==> src/design/pf_pkg.sv <==
// Shared types and constants for the prime factorizer.
// Used by the controller, the datapath and the top level; depends on nothing.
package pf_pkg;

  localparam int MAX_RESULTS = 30;
  localparam int CNT_W       = 5;
  localparam int FACTOR_W    = 31;

  typedef enum logic [1:0] {
    SRC_TWO = 2'd0,
    SRC_DIV = 2'd1,
    SRC_REM = 2'd2
  } factor_src_e;

  typedef enum logic [7:0] {
    ST_IDLE  = 8'b0000_0001,
    ST_LOAD  = 8'b0000_0010,
    ST_TWOS  = 8'b0000_0100,
    ST_TRIAL = 8'b0000_1000,
    ST_DIV   = 8'b0001_0000,
    ST_REDIV = 8'b0010_0000,
    ST_TAIL  = 8'b0100_0000,
    ST_FLUSH = 8'b1000_0000
  } ctrl_state_e;

  typedef struct packed {
    logic        load;
    logic        take;
    factor_src_e src;
    logic        div_start;
    logic        next_d;
    logic        flush;
  } pf_cmd_t;

  typedef struct packed {
    logic n_small;
    logic n_even;
    logic n_is_one;
    logic sq_gt_n;
    logic div_done;
    logic rem_zero;
    logic at_limit;
  } pf_status_t;

endpackage

==> src/design/prime_factorizer_top.sv <==
// Factors of 2 are taken first, then trial division by odd divisors on the shared
// one-bit-a-step divider, up to about 23000 odd divisors for a 32-bit prime near
// the top of the range.
// One item at a time; start is taken only while busy is low.
// Each result beat is on the ports for one cycle, marked by strobe_o.
// Reset is asynchronous and active low and returns the block to idle.
module prime_factorizer_top #(
  parameter int DATA_WIDTH = 32
) (
  input  logic                         clk_i,
  input  logic                         rst_ni,
  input  logic                         start,
  output logic                         busy,
  input  logic signed [DATA_WIDTH-1:0] value_i,
  output logic                         strobe_o,
  output logic [30:0]                  factor_o,
  output logic                         last_o
);

  import pf_pkg::*;

  pf_cmd_t    cmd;
  pf_status_t status;

  pf_ctrl u_ctrl (
    .clk_i   (clk_i),
    .rst_ni  (rst_ni),
    .start   (start),
    .busy    (busy),
    .status_i(status),
    .cmd_o   (cmd)
  );

  pf_datapath #(
    .DATA_WIDTH(DATA_WIDTH)
  ) u_datapath (
    .clk_i   (clk_i),
    .rst_ni  (rst_ni),
    .value_i (value_i),
    .cmd_i   (cmd),
    .status_o(status),
    .strobe_o(strobe_o),
    .factor_o(factor_o),
    .last_o  (last_o)
  );

endmodule

==> src/design/pf_div.sv <==
// Restoring divider that yields one quotient bit per cycle.
// Stand-alone unit used by the datapath; depends on nothing.
module pf_div #(
  parameter int DW = 32,
  parameter int VW = 17
) (
  input  logic          clk_i,
  input  logic          rst_ni,
  input  logic          start_i,
  input  logic [DW-1:0] dividend_i,
  input  logic [VW-1:0] divisor_i,
  output logic          done_o,
  output logic [DW-1:0] quo_o,
  output logic [VW-1:0] rem_o
);

  localparam int CW = $clog2(DW);

  logic          run_q, run_d;
  logic          done_q, done_d;
  logic [CW-1:0] cnt_q, cnt_d;
  logic [DW-1:0] quo_q, quo_d;
  logic [VW-1:0] rem_q, rem_d;
  logic [VW-1:0] div_q, div_d;
  logic [VW:0]   shifted;
  logic [VW:0]   diff;
  logic          ge;

  assign shifted = {rem_q, quo_q[DW-1]};
  assign ge      = shifted >= {1'b0, div_q};
  assign diff    = shifted - {1'b0, div_q};

  always_comb begin
    run_d  = run_q;
    done_d = 1'b0;
    cnt_d  = cnt_q;
    quo_d  = quo_q;
    rem_d  = rem_q;
    div_d  = div_q;
    if (start_i) begin
      run_d = 1'b1;
      cnt_d = '0;
      quo_d = dividend_i;
      rem_d = '0;
      div_d = divisor_i;
    end else if (run_q) begin
      rem_d = ge ? diff[VW-1:0] : shifted[VW-1:0];
      quo_d = {quo_q[DW-2:0], ge};
      cnt_d = cnt_q + CW'(1);
      if (cnt_q == CW'(DW - 1)) begin
        run_d  = 1'b0;
        done_d = 1'b1;
      end
    end
  end

  always_ff @(posedge clk_i or negedge rst_ni) begin
    if (!rst_ni) begin
      run_q  <= 1'b0;
      done_q <= 1'b0;
      cnt_q  <= '0;
    end else begin
      run_q  <= run_d;
      done_q <= done_d;
      cnt_q  <= cnt_d;
    end
  end

  always_ff @(posedge clk_i) begin
    quo_q <= quo_d;
    rem_q <= rem_d;
    div_q <= div_d;
  end

  assign done_o = done_q;
  assign quo_o  = quo_q;
  assign rem_o  = rem_q;

endmodule

==> src/design/pf_ctrl.sv <==
// Controller state machine of the prime factorizer.
// Depends on pf_pkg; drives the datapath by command and reads its status.
module pf_ctrl (
  input  logic               clk_i,
  input  logic               rst_ni,
  input  logic               start,
  output logic               busy,
  input  pf_pkg::pf_status_t status_i,
  output pf_pkg::pf_cmd_t    cmd_o
);

  import pf_pkg::*;

  ctrl_state_e state_q, state_d;

  always_comb begin
    state_d = state_q;
    cmd_o   = '0;
    cmd_o.src = SRC_TWO;
    case (state_q)
      ST_IDLE: begin
        if (start) begin
          cmd_o.load = 1'b1;
          state_d    = ST_LOAD;
        end
      end
      ST_LOAD: begin
        state_d = status_i.n_small ? ST_IDLE : ST_TWOS;
      end
      ST_TWOS: begin
        if (status_i.n_even) begin
          cmd_o.take = 1'b1;
          cmd_o.src  = SRC_TWO;
          if (status_i.at_limit) begin
            state_d = ST_FLUSH;
          end
        end else begin
          state_d = ST_TRIAL;
        end
      end
      ST_TRIAL: begin
        if (status_i.sq_gt_n) begin
          state_d = ST_TAIL;
        end else begin
          cmd_o.div_start = 1'b1;
          state_d         = ST_DIV;
        end
      end
      ST_DIV: begin
        if (status_i.div_done) begin
          if (status_i.rem_zero) begin
            cmd_o.take = 1'b1;
            cmd_o.src  = SRC_DIV;
            state_d    = status_i.at_limit ? ST_FLUSH : ST_REDIV;
          end else begin
            cmd_o.next_d = 1'b1;
            state_d      = ST_TRIAL;
          end
        end
      end
      ST_REDIV: begin
        cmd_o.div_start = 1'b1;
        state_d         = ST_DIV;
      end
      ST_TAIL: begin
        if (!status_i.n_is_one) begin
          cmd_o.take = 1'b1;
          cmd_o.src  = SRC_REM;
        end
        state_d = ST_FLUSH;
      end
      ST_FLUSH: begin
        cmd_o.flush = 1'b1;
        state_d     = ST_IDLE;
      end
      default: begin
        state_d = ST_IDLE;
      end
    endcase
  end

  always_ff @(posedge clk_i or negedge rst_ni) begin
    if (!rst_ni) begin
      state_q <= ST_IDLE;
    end else begin
      state_q <= state_d;
    end
  end

  assign busy = (state_q != ST_IDLE);

endmodule

==> src/design/pf_datapath.sv <==
// Datapath of the prime factorizer: remaining value, trial divisor and its
// square, the held-back factor and the result registers. Depends on pf_pkg, pf_div.
module pf_datapath #(
  parameter int DATA_WIDTH = 32
) (
  input  logic                           clk_i,
  input  logic                           rst_ni,
  input  logic signed [DATA_WIDTH-1:0]   value_i,
  input  pf_pkg::pf_cmd_t                cmd_i,
  output pf_pkg::pf_status_t             status_o,
  output logic                           strobe_o,
  output logic [pf_pkg::FACTOR_W-1:0]    factor_o,
  output logic                           last_o
);

  import pf_pkg::*;

  localparam int VW = DATA_WIDTH / 2 + 1;
  localparam int SW = 2 * VW;

  logic [DATA_WIDTH-1:0] n_q, n_d;
  logic [VW-1:0]         d_q, d_d;
  logic [SW-1:0]         sq_q, sq_d;
  logic [FACTOR_W-1:0]   pend_q, pend_d;
  logic                  pend_vld_q, pend_vld_d;
  logic [CNT_W-1:0]      cnt_q, cnt_d;
  logic                  strobe_q, strobe_d;
  logic [FACTOR_W-1:0]   factor_q, factor_d;
  logic                  last_q, last_d;

  logic                  div_done;
  logic [DATA_WIDTH-1:0] quo;
  logic [VW-1:0]         rem;
  logic [FACTOR_W-1:0]   new_factor;
  logic [VW+FACTOR_W-1:0]         d_ext;
  logic [DATA_WIDTH+FACTOR_W-1:0] n_ext;

  pf_div #(
    .DW(DATA_WIDTH),
    .VW(VW)
  ) u_div (
    .clk_i     (clk_i),
    .rst_ni    (rst_ni),
    .start_i   (cmd_i.div_start),
    .dividend_i(n_q),
    .divisor_i (d_q),
    .done_o    (div_done),
    .quo_o     (quo),
    .rem_o     (rem)
  );

  assign d_ext = (VW + FACTOR_W)'(d_q);
  assign n_ext = (DATA_WIDTH + FACTOR_W)'(n_q);

  always_comb begin
    case (cmd_i.src)
      SRC_TWO: new_factor = FACTOR_W'(2);
      SRC_DIV: new_factor = d_ext[FACTOR_W-1:0];
      SRC_REM: new_factor = n_ext[FACTOR_W-1:0];
      default: new_factor = FACTOR_W'(2);
    endcase
  end

  always_comb begin
    status_o.n_small  = n_q[DATA_WIDTH-1] || (n_q <= DATA_WIDTH'(1));
    status_o.n_even   = !n_q[0];
    status_o.n_is_one = (n_q == DATA_WIDTH'(1));
    status_o.sq_gt_n  = sq_q > SW'(n_q);
    status_o.div_done = div_done;
    status_o.rem_zero = (rem == '0);
    status_o.at_limit = (cnt_q == CNT_W'(MAX_RESULTS - 1));
  end

  always_comb begin
    n_d        = n_q;
    d_d        = d_q;
    sq_d       = sq_q;
    pend_d     = pend_q;
    pend_vld_d = pend_vld_q;
    cnt_d      = cnt_q;
    strobe_d   = 1'b0;
    factor_d   = pend_q;
    last_d     = 1'b0;
    if (cmd_i.load) begin
      n_d        = value_i;
      d_d        = VW'(3);
      sq_d       = SW'(9);
      pend_vld_d = 1'b0;
      cnt_d      = '0;
    end
    if (cmd_i.take) begin
      strobe_d   = pend_vld_q;
      pend_d     = new_factor;
      pend_vld_d = 1'b1;
      cnt_d      = cnt_q + CNT_W'(1);
      case (cmd_i.src)
        SRC_TWO: n_d = n_q >> 1;
        SRC_DIV: n_d = quo;
        default: n_d = n_q;
      endcase
    end
    if (cmd_i.next_d) begin
      d_d  = d_q + VW'(2);
      sq_d = sq_q + SW'({d_q, 2'b00}) + SW'(4);
    end
    if (cmd_i.flush) begin
      strobe_d   = pend_vld_q;
      last_d     = 1'b1;
      pend_vld_d = 1'b0;
    end
  end

  always_ff @(posedge clk_i or negedge rst_ni) begin
    if (!rst_ni) begin
      pend_vld_q <= 1'b0;
      cnt_q      <= '0;
      strobe_q   <= 1'b0;
    end else begin
      pend_vld_q <= pend_vld_d;
      cnt_q      <= cnt_d;
      strobe_q   <= strobe_d;
    end
  end

  always_ff @(posedge clk_i) begin
    n_q      <= n_d;
    d_q      <= d_d;
    sq_q     <= sq_d;
    pend_q   <= pend_d;
    factor_q <= factor_d;
    last_q   <= last_d;
  end

  assign strobe_o = strobe_q;
  assign factor_o = factor_q;
  assign last_o   = last_q;

endmodule
==> config.mk <==
export PLATFORM = sky130hd
export DESIGN_NAME = prime_factorizer_top
export DESIGN_NICKNAME = d
export VERILOG_FILES = /design/src/design/pf_pkg.sv /design/src/design/prime_factorizer_top.sv /design/src/design/pf_div.sv /design/src/design/pf_ctrl.sv /design/src/design/pf_datapath.sv
export SDC_FILE = /design/constraint.sdc
export NUM_CORES = 1
export LEC_CHECK = 0
export ABC_AREA = 1
export CORE_MARGIN = 3
export CORE_UTILIZATION = 40
export DETAILED_ROUTE_END_ITERATION = 8
export DONT_BUFFER_PORTS = 1
export PLACE_DENSITY = 0.53
export SYNTH_ARGS = -nofsm -noshare
export SYNTH_HDL_FRONTEND = slang
export SYNTH_SLANG_ARGS = --single-unit
==> constraint.sdc <==
create_clock -name clk_i -period 3.4 [get_ports clk_i]
set_clock_uncertainty 0.05 [all_clocks]
set_input_delay 0.51 -clock clk_i [delete_from_list [all_inputs] [get_ports clk_i]]
set_output_delay 0.51 -clock clk_i [all_outputs]
set_load 0.05 [all_outputs]
==> results of run 1 <==
-- what timing repair did --
action                                 in CTS  in global routing
endpoints found under the hold margin      22                  0
resized for setup                           0                  0
hold buffers                                1                  0
-- through the flow --
stage	area, sq um	instances	utilization, %	power (uW)	hold WS [ns]
after floorplan	13200	1631	-	5470	0.164
after global placement	13700	2047	42.9	6230	0.165
after detailed placement	13700	2047	42.9	6250	0.165
after CTS	14700	2098	46.1	9490	0.0212
after global routing	14700	2098	46.1	9990	0.0551
final	14700	2098	46.1	9410	0.0435
-- area by class of cell --
| cell class | count | share of cell area, % |
|---|---|---|
| flip-flops and latches | 229 | 42.6 |
| multi-input cells | 1137 | 39.6 |
| inverters | 221 | 5.63 |
| clock buffers | 33 | 5.09 |
| well taps | 435 | 3.70 |
| repair buffers | 26 | 1.68 |
| clock inverters | 17 | 1.65 |
-- layout by cell type, fill, tap and decap left out, types with 6 or more instances in the layout --
master and n:
o22ai_1 11, nand3_1 121, o21ai_0 61, nand4_1 27, nand3b_1 6, a21oi_1 70
edfxtp_1 158, dfrtp_1 21, nand2_1 511, clkinv_2 6, bufinv_16 6, nor2_1 143
dfxtp_1 49, buf_4 21, ha_1 85, nor3_1 21, clkbuf_16 28, xnor2_1 10
o21ai_1 7, xor2_1 11, inv_1 215
-- sequential cells by signal, indices dropped and copies added (netlist names) --
name,cells
u_datapath.u_div.rem_o,17
u_datapath.u_div.div_q,16
u_datapath.n_q,32
u_ctrl.state_q,8
u_datapath.u_div.cnt_q,5
u_datapath.strobe_o,1
u_datapath.sq_q,31
u_datapath.factor_d,31
u_datapath.last_o,1
u_datapath.d_q,16
u_datapath.u_div.done_o,1
u_datapath.cnt_q,5
u_datapath.pend_vld_q,1
u_datapath.u_div.quo_o,32
u_datapath.factor_o,31
u_datapath.u_div.run_q,1
-- worst max-delay path: cells and delay by family, from the launching register on --
| family | cells | cell delay [ns] |
|---|---|---|
| adder cells (fa/ha/maj) | 1 | 0.19 |
| flip-flops | 1 | 0.42 |
| AND/OR/NAND/NOR | 3 | 1.00 |
| AO/OA/AOI/OAI | 3 | 0.71 |
| buffers and inverters | 2 | 0.40 |
-- worst paths after layout --
check                      slack (ns)                    start  depth (start not counted)                 endpoint
setup / recovery                 0.45        u_datapath.n_q[7]                          9  u_datapath.factor_d[10]
hold / removal                   0.04                    start                          2        u_ctrl.state_q[1]
setup reg to reg                 0.45        u_datapath.n_q[7]                          9  u_datapath.factor_d[10]
hold reg to reg                  0.29  u_datapath.factor_d[24]                          0  u_datapath.factor_o[24]
max in group asynchronous        2.18                   rst_ni                          1      u_datapath.strobe_o
min in group asynchronous        0.53                   rst_ni                          1      u_datapath.cnt_q[4]
-- per-layer routing --
| layer | GRT usage [%] | wire length [um] | vias up |
|---|---|---|---|
| li1 | - | - | 5364 |
| met1 | 26.8 | 16300 | 4897 |
| met2 | 33.3 | 16700 | 232 |
| met3 | 2.25 | 1300 | 40 |
| met4 | 4.65 | 709 | 0 |
| met5 | 0 | 0 | - |
-- power by group through the flow --
stage	clock network [uW]	logic (uW)	registers, uW
6_report	3200	2440	3760
5_1_grt	3400	2790	3800
4_1_cts	3280	2450	3760
3_5_place_dp	0	2430	3820
3_3_place_gp	0	2410	3820
2_1_floorplan	0	1780	3690
-- kinds of logic after synthesis --
group / Yosys count / share of synthesized area, %
compound gates: 165 / 6.64
simple gates: 861 / 27.5
xor+xnor: 21 / 1.40
buf+inv: 265 / 8.22
mux: 2 / 0.152
fa+ha+maj: 88 / 8.47
flops: 229 / 47.7
==> impl_metrics.env, run 1 <==
export IMPL_finalWorstSetupSlack_ns=0.455
export IMPL_htreeDepth=1
export IMPL_antenna_cells=0
export IMPL_multi_input_area_sq_um=5840
export IMPL_slew_viol_final=0
export IMPL_fin_setup_tns_ns=0
export IMPL_crit_path_max_incr_delay_ns=0.46
export IMPL_grt_max_degree=49
export IMPL_drc_errors=0
export IMPL_cp_start_kind="flop"
export IMPL_crit_arrival_ns=3.26
export IMPL_fp_row_count=65
export IMPL_root_buffer="clkbuf_16"
export IMPL_dieWidth_um=187
export IMPL_ant_nets=0
export IMPL_start_util_pct=41.2
export IMPL_cts_sinks=229
export IMPL_fin_crit_sh_pct=86.6
export IMPL_die_area_sq_um=35100
export IMPL_path_common_cell="a21oi_1"
export IMPL_worst_path_max_delay_cell="nor4_1"
export IMPL_cts_tree="built"
export IMPL_nets=1765
export IMPL_clk_path_buf_depth=3
export IMPL_drt_total_wl_mm=35.0
export IMPL_yosysTopAreaCell="edfxtp_1"
export IMPL_rsz0062_at_grt="no"
export IMPL_syn2layout_area_growth_pct=11.8
export IMPL_max_freq_ghz=0.340
export IMPL_avgViaCountPerCell=5.02
export IMPL_pin_count=69
export IMPL_yosys_top_cells_area="edfxtp_1 36%, nand2_1 15%, ha_1 8.2%, dfxtp_1 7.4%, inv_1 6.1%"
export IMPL_dp_slack_ns=0.518
export IMPL_crit_type="flop to flop"
export IMPL_power_density_nw_per_um2=639
export IMPL_ys_seq_elements=229
export IMPL_synthFlopType="edfxtp_1"
export IMPL_nFillCells=3129
export IMPL_num_vias=10533
export IMPL_yosys_warnings=0
export IMPL_ir_drop_mv=0.373
export IMPL_grt_pass1_wl_mm=55.5
export IMPL_crit_required_ns=3.72
export IMPL_dpl_hpwl_mm=26.0
export IMPL_syn_area_sq_um=13200
export IMPL_hp_class="primary input to flop"
export IMPL_synth_top_area_share_pct=36.0
export IMPL_p_comb_share_pct=26.0
export IMPL_place_congestion=0.871
export IMPL_p_switching_uw=3200
export IMPL_seqPwrFrac_pct=40.0
export IMPL_die_h_um=187
export IMPL_first_pass_iters=5
export IMPL_antenna_found_initial=0
export IMPL_end_kind="flop"
export IMPL_synth_area_per_cell_sq_um=8.07
export IMPL_switching_share_pct=34.1
export IMPL_status="complete, no violations"
export IMPL_p_int_uw=6210
export IMPL_setup_viol=0
export IMPL_coreArea_sq_um=32000
export IMPL_cts_setup_buffers=0
export IMPL_ys_types=49
export IMPL_cts_made_buffers=27
export IMPL_min_period_ns=2.95
export IMPL_maxCapViolations=0
export IMPL_crit_chain="nor4_1, nand4_1, a21oi_1, a21oi_1, inv_1, ha_2, buf_4, nand2_1, o22ai_1"
export IMPL_drt_first_iter_violations=791
export IMPL_synthCells=1631
export IMPL_clk_latency_ns=0.54
export IMPL_regArea_sq_um=6280
export IMPL_io_buffers=0
export IMPL_p_leak_uw=0.00670
export IMPL_syn_nets=1754
export IMPL_worst_slew_pin_slew_ns=0.969
export IMPL_cp_max_fo=31
export IMPL_synthTopCellsByCount="512 x nand2_1, 215 x inv_1, 158 x edfxtp_1, 144 x nor2_1, 122 x nand3_1"
export IMPL_clk_pin_slew_worst_paths_ns=0.06
export IMPL_pwr_share_clk_pct=34.0
export IMPL_layout_drive_gt1_share_pct=5.71
export IMPL_synth_most_common_cell="nand2_1"
export IMPL_synth_edf_count=158
export IMPL_grt_remaining_overflow=0
export IMPL_grt_pass1_vias=10035
export IMPL_wl_per_cell_um=16.7
export IMPL_seq_area_frac_synth_pct=47.7
export IMPL_postSynth_asyncResetShare_pct=9.61
export IMPL_maxSlewHeadroom_pct=35.2
export IMPL_hold_viol=0
export IMPL_track_usage_pct=19.5
Note: power is estimated with default switching activity, not from simulation.
==> run 2, diff against run 1 <==
Settings changed: SYNTH_HIERARCHICAL set to 1.
==> run 2 against run 1 <==
  * Global-route usage rose by 0.42 points
  * Critical endpoint is now u_datapath/u_div/quo_o[25]
  * Critical path depth rose by 4
  * Sequential share of layout area shrank 0.57 points
  * Synthesized cell count grew 0.61%
  * Core utilization decreased by 0.21 points
  * Register-to-register slack got worse by 0.26 ns
  * Cell count rose by 1.1%
==> impl_metrics.env, run 2 <==
export IMPL_yosysTopAreaCell="edfxtp_1"
export IMPL_regArea_sq_um=6310
export IMPL_fin_crit_sh_pct=94.2
export IMPL_crit_required_ns=3.64
export IMPL_pin_count=69
export IMPL_nets=1780
export IMPL_drc_errors=0
export IMPL_yosys_top_cells_area="edfxtp_1 36%, nand2_1 14%, ha_1 8.1%, dfxtp_1 7.4%, inv_1 6.3%"
export IMPL_root_buffer="clkbuf_16"
export IMPL_final_area_sq_um=15000
export IMPL_clk_latency_ns=0.56
export IMPL_fp_row_count=66
export IMPL_avgViaCountPerCell=5.05
export IMPL_antenna_cells=0
export IMPL_layout_drive_gt1_share_pct=8.10
export IMPL_layout_commonest_cell="nand2_1"
export IMPL_place_congestion=0.862
export IMPL_cts_setup_buffers=0
export IMPL_track_usage_pct=20.0
export IMPL_grt_remaining_overflow=0
export IMPL_crit_arrival_ns=3.45
export IMPL_wl_per_cell_um=16.7
export IMPL_drt_first_iter_violations=852
export IMPL_grt_max_degree=48
export IMPL_io_buffers=0
export IMPL_max_freq_ghz=0.312
export IMPL_status="complete, no violations"
export IMPL_ir_drop_mv=0.397
export IMPL_start_util_pct=40.7
export IMPL_die_area_sq_um=35500
export IMPL_antenna_found_initial=3
export IMPL_ant_nets=0
export IMPL_synth_top_area_share_pct=35.8
export IMPL_syn_nets=1764
export IMPL_syn2layout_area_growth_pct=12.6
export IMPL_synth_most_common_cell="nand2_1"
export IMPL_dieWidth_um=189
export IMPL_multi_input_area_sq_um=5970
export IMPL_place_area_sq_um=14000
export IMPL_slew_viol_final=0
export IMPL_grt_pass1_wl_mm=56.9
export IMPL_cts_tree="built"
export IMPL_synthTopCellsByCount="508 x nand2_1, 224 x inv_1, 159 x edfxtp_1, 116 x nor2_1, 112 x nand3_1"
export IMPL_clk_path_buf_depth=3
export IMPL_ys_types=51
export IMPL_cp_start_kind="flop"
export IMPL_htreeDepth=1
export IMPL_num_vias=10714
export IMPL_synthFlopType="edfxtp_1"
export IMPL_rrSetupSlack_ns=0.20
export IMPL_synthCells=1641
export IMPL_die_h_um=189
export IMPL_syn_area_sq_um=13300
export IMPL_synth_area_per_cell_sq_um=8.12
export IMPL_first_pass_iters=5
export IMPL_p_leak_uw=0.00671
export IMPL_min_period_ns=3.20
export IMPL_cts_made_buffers=28
export IMPL_clk_pin_slew_worst_paths_ns=0.06
export IMPL_rsz0062_at_grt="no"
export IMPL_synth_edf_count=159
export IMPL_worst_slew_pin_slew_ns=1.03
export IMPL_postSynth_asyncResetShare_pct=9.57
export IMPL_hp_class="primary input to flop"
export IMPL_maxSlewHeadroom_pct=30.8
export IMPL_fin_setup_tns_ns=0
export IMPL_crit_type="flop to flop"
export IMPL_coreArea_sq_um=32700
export IMPL_dpl_hpwl_mm=26.5
export IMPL_mostFrequentLayoutCells="507 x nand2_1, 223 x inv_1, 159 x edfxtp_1"
export IMPL_drt_total_wl_mm=35.5
export IMPL_setup_viol=0
export IMPL_end_kind="flop"
export IMPL_power_density_nw_per_um2=690
export IMPL_cts_sinks=230
export IMPL_ys_seq_elements=230
export IMPL_nFillCells=3246
export IMPL_maxCapViolations=0
export IMPL_yosys_warnings=6
export IMPL_cp_max_fo=39
export IMPL_seq_area_frac_synth_pct=47.3
export IMPL_hold_viol=0
export IMPL_grt_pass1_vias=10344
-- run 2: changes by cell type in the layout (fill, tap and decap cells not counted), moves of 10 or more --
cell      before  now
nand4_1       27   14
nor2_1       143  116
o21ai_0       61   40
o211ai_1       0   32
nor3_1        21   32
a21oi_1       70   87
xor2_1        11    1
-- run 2: path summary, 6_finish.rpt --
kind                       cells past startpoint                   start                    endpoint
setup / recovery                              13       u_datapath/n_q[9]  u_datapath/u_div/quo_o[25]
hold / removal                                 2                   start           u_ctrl/state_q[0]
setup reg to reg                              13       u_datapath/n_q[9]  u_datapath/u_div/quo_o[25]
hold reg to reg                                0  u_datapath/factor_d[2]      u_datapath/factor_o[2]
max in group asynchronous                      1                  rst_ni         u_datapath/cnt_q[1]
min in group asynchronous                      1                  rst_ni   u_datapath/u_div/cnt_q[0]
-- run 2: power breakdown --
| group | switching (uW) | internal (uW) |
|---|---|---|
| Combinational | 2260 | 1070 |
| Sequential | 397 | 3460 |
| Clock | 1230 | 1920 |
| Total | 3880 | 6460 |
-- run 2: worst max-delay path, cell delays in order, from the launching register on --
cell and delay [ns]:
edfxtp_1 0.40, inv_1 0.09, ha_1 0.30, nand2_1 0.06, nor2_1 0.13, nor3b_1 0.41, nand3_1 0.16, nand2_1 0.09
nor2_1 0.04, a21oi_1 0.46, o21ai_4 0.14, nor2_1 0.23, clkinvlp_4 0.16, buf_12 0.20
-- run 2: what timing repair did --
action,CTS,global route
endpoints found under the setup margin,0,0
endpoints found under the hold margin,22,0
gates resized for setup,0,0
hold buffers,1,0
-- run 2: layout make-up --
class / count / area share (%)
tap: 442 / 3.69
timing repair buffer: 27 / 1.79
clock buffer: 39 / 5.71
sequential: 230 / 42.1
multi-input combinational: 1133 / 39.8
inverter: 237 / 5.96
clock inverter: 13 / 1.03
-- run 2: cells by family after synthesis --
family | synth area share [%]
and+or+nand+nor | 27.7
xor gates and xnor gates | 0.657
buffers and inverters | 8.17
DFF | 47.3
AOI/OAI and AO/OA | 7.78
adders and majority gates | 8.38
other | 0.0281
-- run 2: metrics by stage --
step	power, uW	worst slack [ns]	utilization, %	hold slack [ns]	std cells
floorplan	6240	0.0138	-	0.164	1641
global placement	7210	0.300	42.7	0.166	2068
detailed placement	7250	0.243	42.7	0.166	2068
CTS	10400	0.218	45.9	0.0940	2121
global route	11100	0.00379	45.9	0.112	2121
finish	10300	0.196	45.9	0.119	2121
-- run 2: per-layer routing --
metal / vias to the layer above / wire [um] / GRT usage [%]
met5: - / 45 / 0
met4: 6 / 786 / 4.61
met3: 60 / 1780 / 3.11
met2: 263 / 16100 / 32.2
met1: 4966 / 16700 / 28.4
li1: 5419 / - / -
==> run 3, diff against run 2 <==
Settings changed: CORE_MARGIN 3 to 1.5.
==> run 3 against run 2 <==
  * Power rose by 0.72%
  * Core utilization barely moved
  * Combinational power barely moved
  * First-iteration DRC count fell by 10%
  * Cell area barely moved
  * Setup slack improved by 0.090 ns
  * Sequential share of layout area barely moved
  * Largest cell class unchanged
==> impl_metrics.env, run 3 (synthesized netlist as in run 2, its figures left out) <==
export IMPL_worst_slew_pin_slew_ns=0.991
export IMPL_ant_nets=0
export IMPL_root_buffer="clkbuf_16"
export IMPL_cpLargestDelayFamily="simple AND/OR/NAND/NOR gates"
export IMPL_mostFrequentLayoutCells="507 x nand2_1, 223 x inv_1, 159 x edfxtp_1"
export IMPL_nFillCells=3286
export IMPL_fin_crit_sh_pct=91.6
export IMPL_layout_commonest_cell="nand2_1"
export IMPL_clk_pin_slew_worst_paths_ns=0.06
export IMPL_end_kind="flop"
export IMPL_drt_total_wl_mm=35.9
export IMPL_pin_count=69
export IMPL_hold_viol=0
export IMPL_clk_path_buf_depth=3
export IMPL_die_h_um=186
export IMPL_place_area_sq_um=14000
export IMPL_crit_arrival_ns=3.31
export IMPL_nets=1783
export IMPL_fin_setup_tns_ns=0
export IMPL_slew_viol_final=0
export IMPL_rsz0062_at_grt="no"
export IMPL_num_vias=10693
export IMPL_worst_path_max_delay_cell="edfxtp_1"
export IMPL_critPathBufInv=3
export IMPL_crit_type="flop to flop"
export IMPL_grt_use_met2_pct=34.9
export IMPL_cts_sinks=230
export IMPL_drt_first_iter_violations=767
export IMPL_crit_required_ns=3.59
export IMPL_grtUsageMet1_pct=29.7
export IMPL_track_usage_pct=21.4
export IMPL_grt_pass1_vias=10395
export IMPL_avgViaCountPerCell=5.03
export IMPL_grt_pass1_wl_mm=56.8
export IMPL_antenna_found_initial=2
export IMPL_grt_max_degree=48
export IMPL_maxSlewHeadroom_pct=33.7
export IMPL_busiest_layer="met2"
export IMPL_hp_class="primary input to flop"
export IMPL_drc_errors=0
export IMPL_p_leak_uw=0.00672
export IMPL_crit_chain="ha_1, nand2_1, nor3_1, nand2_1, nor2_2, nand3_1, nand2_1, nor2_1, a21oi_1, buf_4, o21ai_4, nor2_1, clkinvlp_4, buf_4"
export IMPL_ir_drop_mv=0.411
export IMPL_die_area_sq_um=34400
export IMPL_start_util_pct=40.7
export IMPL_syn2layout_area_growth_pct=12.6
export IMPL_grt_remaining_overflow=0
export IMPL_coreArea_sq_um=32700
export IMPL_max_freq_ghz=0.321
export IMPL_met3_usage_pct=2.68
export IMPL_clk_latency_ns=0.55
export IMPL_wl_per_cell_um=16.9
export IMPL_htreeDepth=1
export IMPL_path_common_cell="nand2_1"
export IMPL_final_area_sq_um=15000
export IMPL_place_congestion=0.864
export IMPL_setup_viol=0
export IMPL_maxCapViolations=0
export IMPL_crit_path_max_incr_delay_ns=0.48
export IMPL_min_period_ns=3.11
export IMPL_cp_start_kind="flop"
export IMPL_first_pass_iters=5
export IMPL_fp_row_count=66
export IMPL_cts_tree="built"
export IMPL_power_density_nw_per_um2=694
export IMPL_status="complete, no violations"
export IMPL_io_buffers=0
export IMPL_layout_drive_gt1_share_pct=8.09
export IMPL_cts_made_buffers=28
export IMPL_dieWidth_um=186
export IMPL_cp_max_fo=32
export IMPL_dpl_hpwl_mm=26.9
==> run 3: cell count changes in the layout (fill, tap and decap cells not counted), sizes merged <==
cell      previous run  this run
clkinv              10         8
bufinv               2         4
clkbuf              39        42
clkinvlp             3         1
buf                 26        29
diode                0         1
inv                235       234
==> run 3: power by group <==
part           switching (uW)  internal [uW]  leakage [uW]
clock network            1200           1990      0.000490
logic                    2270           1080       0.00402
registers                 408           3470       0.00222
==> run 3: final timing paths <==
check                                  startpoint                         to  slack [ns]  cells after the start
max                           u_datapath/sq_q[31]  u_datapath/u_div/quo_o[2]        0.29                     14
min                                         start          u_ctrl/state_q[0]        0.09                      2
max reg2reg                   u_datapath/sq_q[31]  u_datapath/u_div/quo_o[2]        0.29                     14
min reg2reg                u_datapath/factor_d[8]     u_datapath/factor_o[8]        0.29                      0
max in group asynchronous                  rst_ni  u_datapath/u_div/cnt_q[1]        2.17                      1
min in group asynchronous                  rst_ni  u_datapath/u_div/cnt_q[3]        0.52                      1
==> run 3: cell type report <==
class                   instances  area [sq um]  area share, %
flip-flops and latches        230          6310           42.0
multi-input cells            1133          5970           39.8
inverters                     237           893           5.95
clock buffers                  42           835           5.56
well taps                     442           553           3.69
repair buffers                 30           278           1.85
clock inverters                10           164           1.09
diodes                          1          2.50         0.0167
==> run 3: routing by layer <==
metal	vias to the layer above	part of all wire [%]	wire (um)
met5	-	0.028	10
met4	2	2.5	895
met3	61	4.6	1660
met2	268	46	16500
met1	4950	47	16800
li1	5412	-	-
==> run 3: stage by stage <==
| step | std cells | total power [uW] | setup slack [ns] | hold WS (ns) | util [%] |
|---|---|---|---|---|---|
| global placement | 2071 | 7220 | 0.211 | 0.165 | 42.8 |
| detailed placement | 2071 | 7260 | 0.258 | 0.166 | 42.8 |
| CTS | 2124 | 10500 | 0.212 | 0.0677 | 45.9 |
| finish | 2125 | 10400 | 0.286 | 0.0908 | 45.9 |
| global route | 2124 | 11200 | 0.0753 | 0.0807 | 45.9 |
| floorplan | 1641 | 6240 | 0.0138 | 0.164 | - |
==> run 3: worst reg2reg max path: stages, from the launching register on <==
cell	delay, ns
edfxtp_1	0.48
ha_1	0.34
nand2_1	0.06
nor3_1	0.21
nand2_1	0.12
nor2_2	0.16
nand3_1	0.12
nand2_1	0.08
nor2_1	0.04
a21oi_1	0.24
buf_4	0.19
o21ai_4	0.07
nor2_1	0.22
clkinvlp_4	0.13
buf_4	0.28
==> run 3: what timing repair did <==
item	4_1_cts	5_1_grt
buffers inserted	0	0
setup endpoints to repair	0	7
hold endpoints to repair	22	0
resized for setup	0	1
hold buffers	1	0
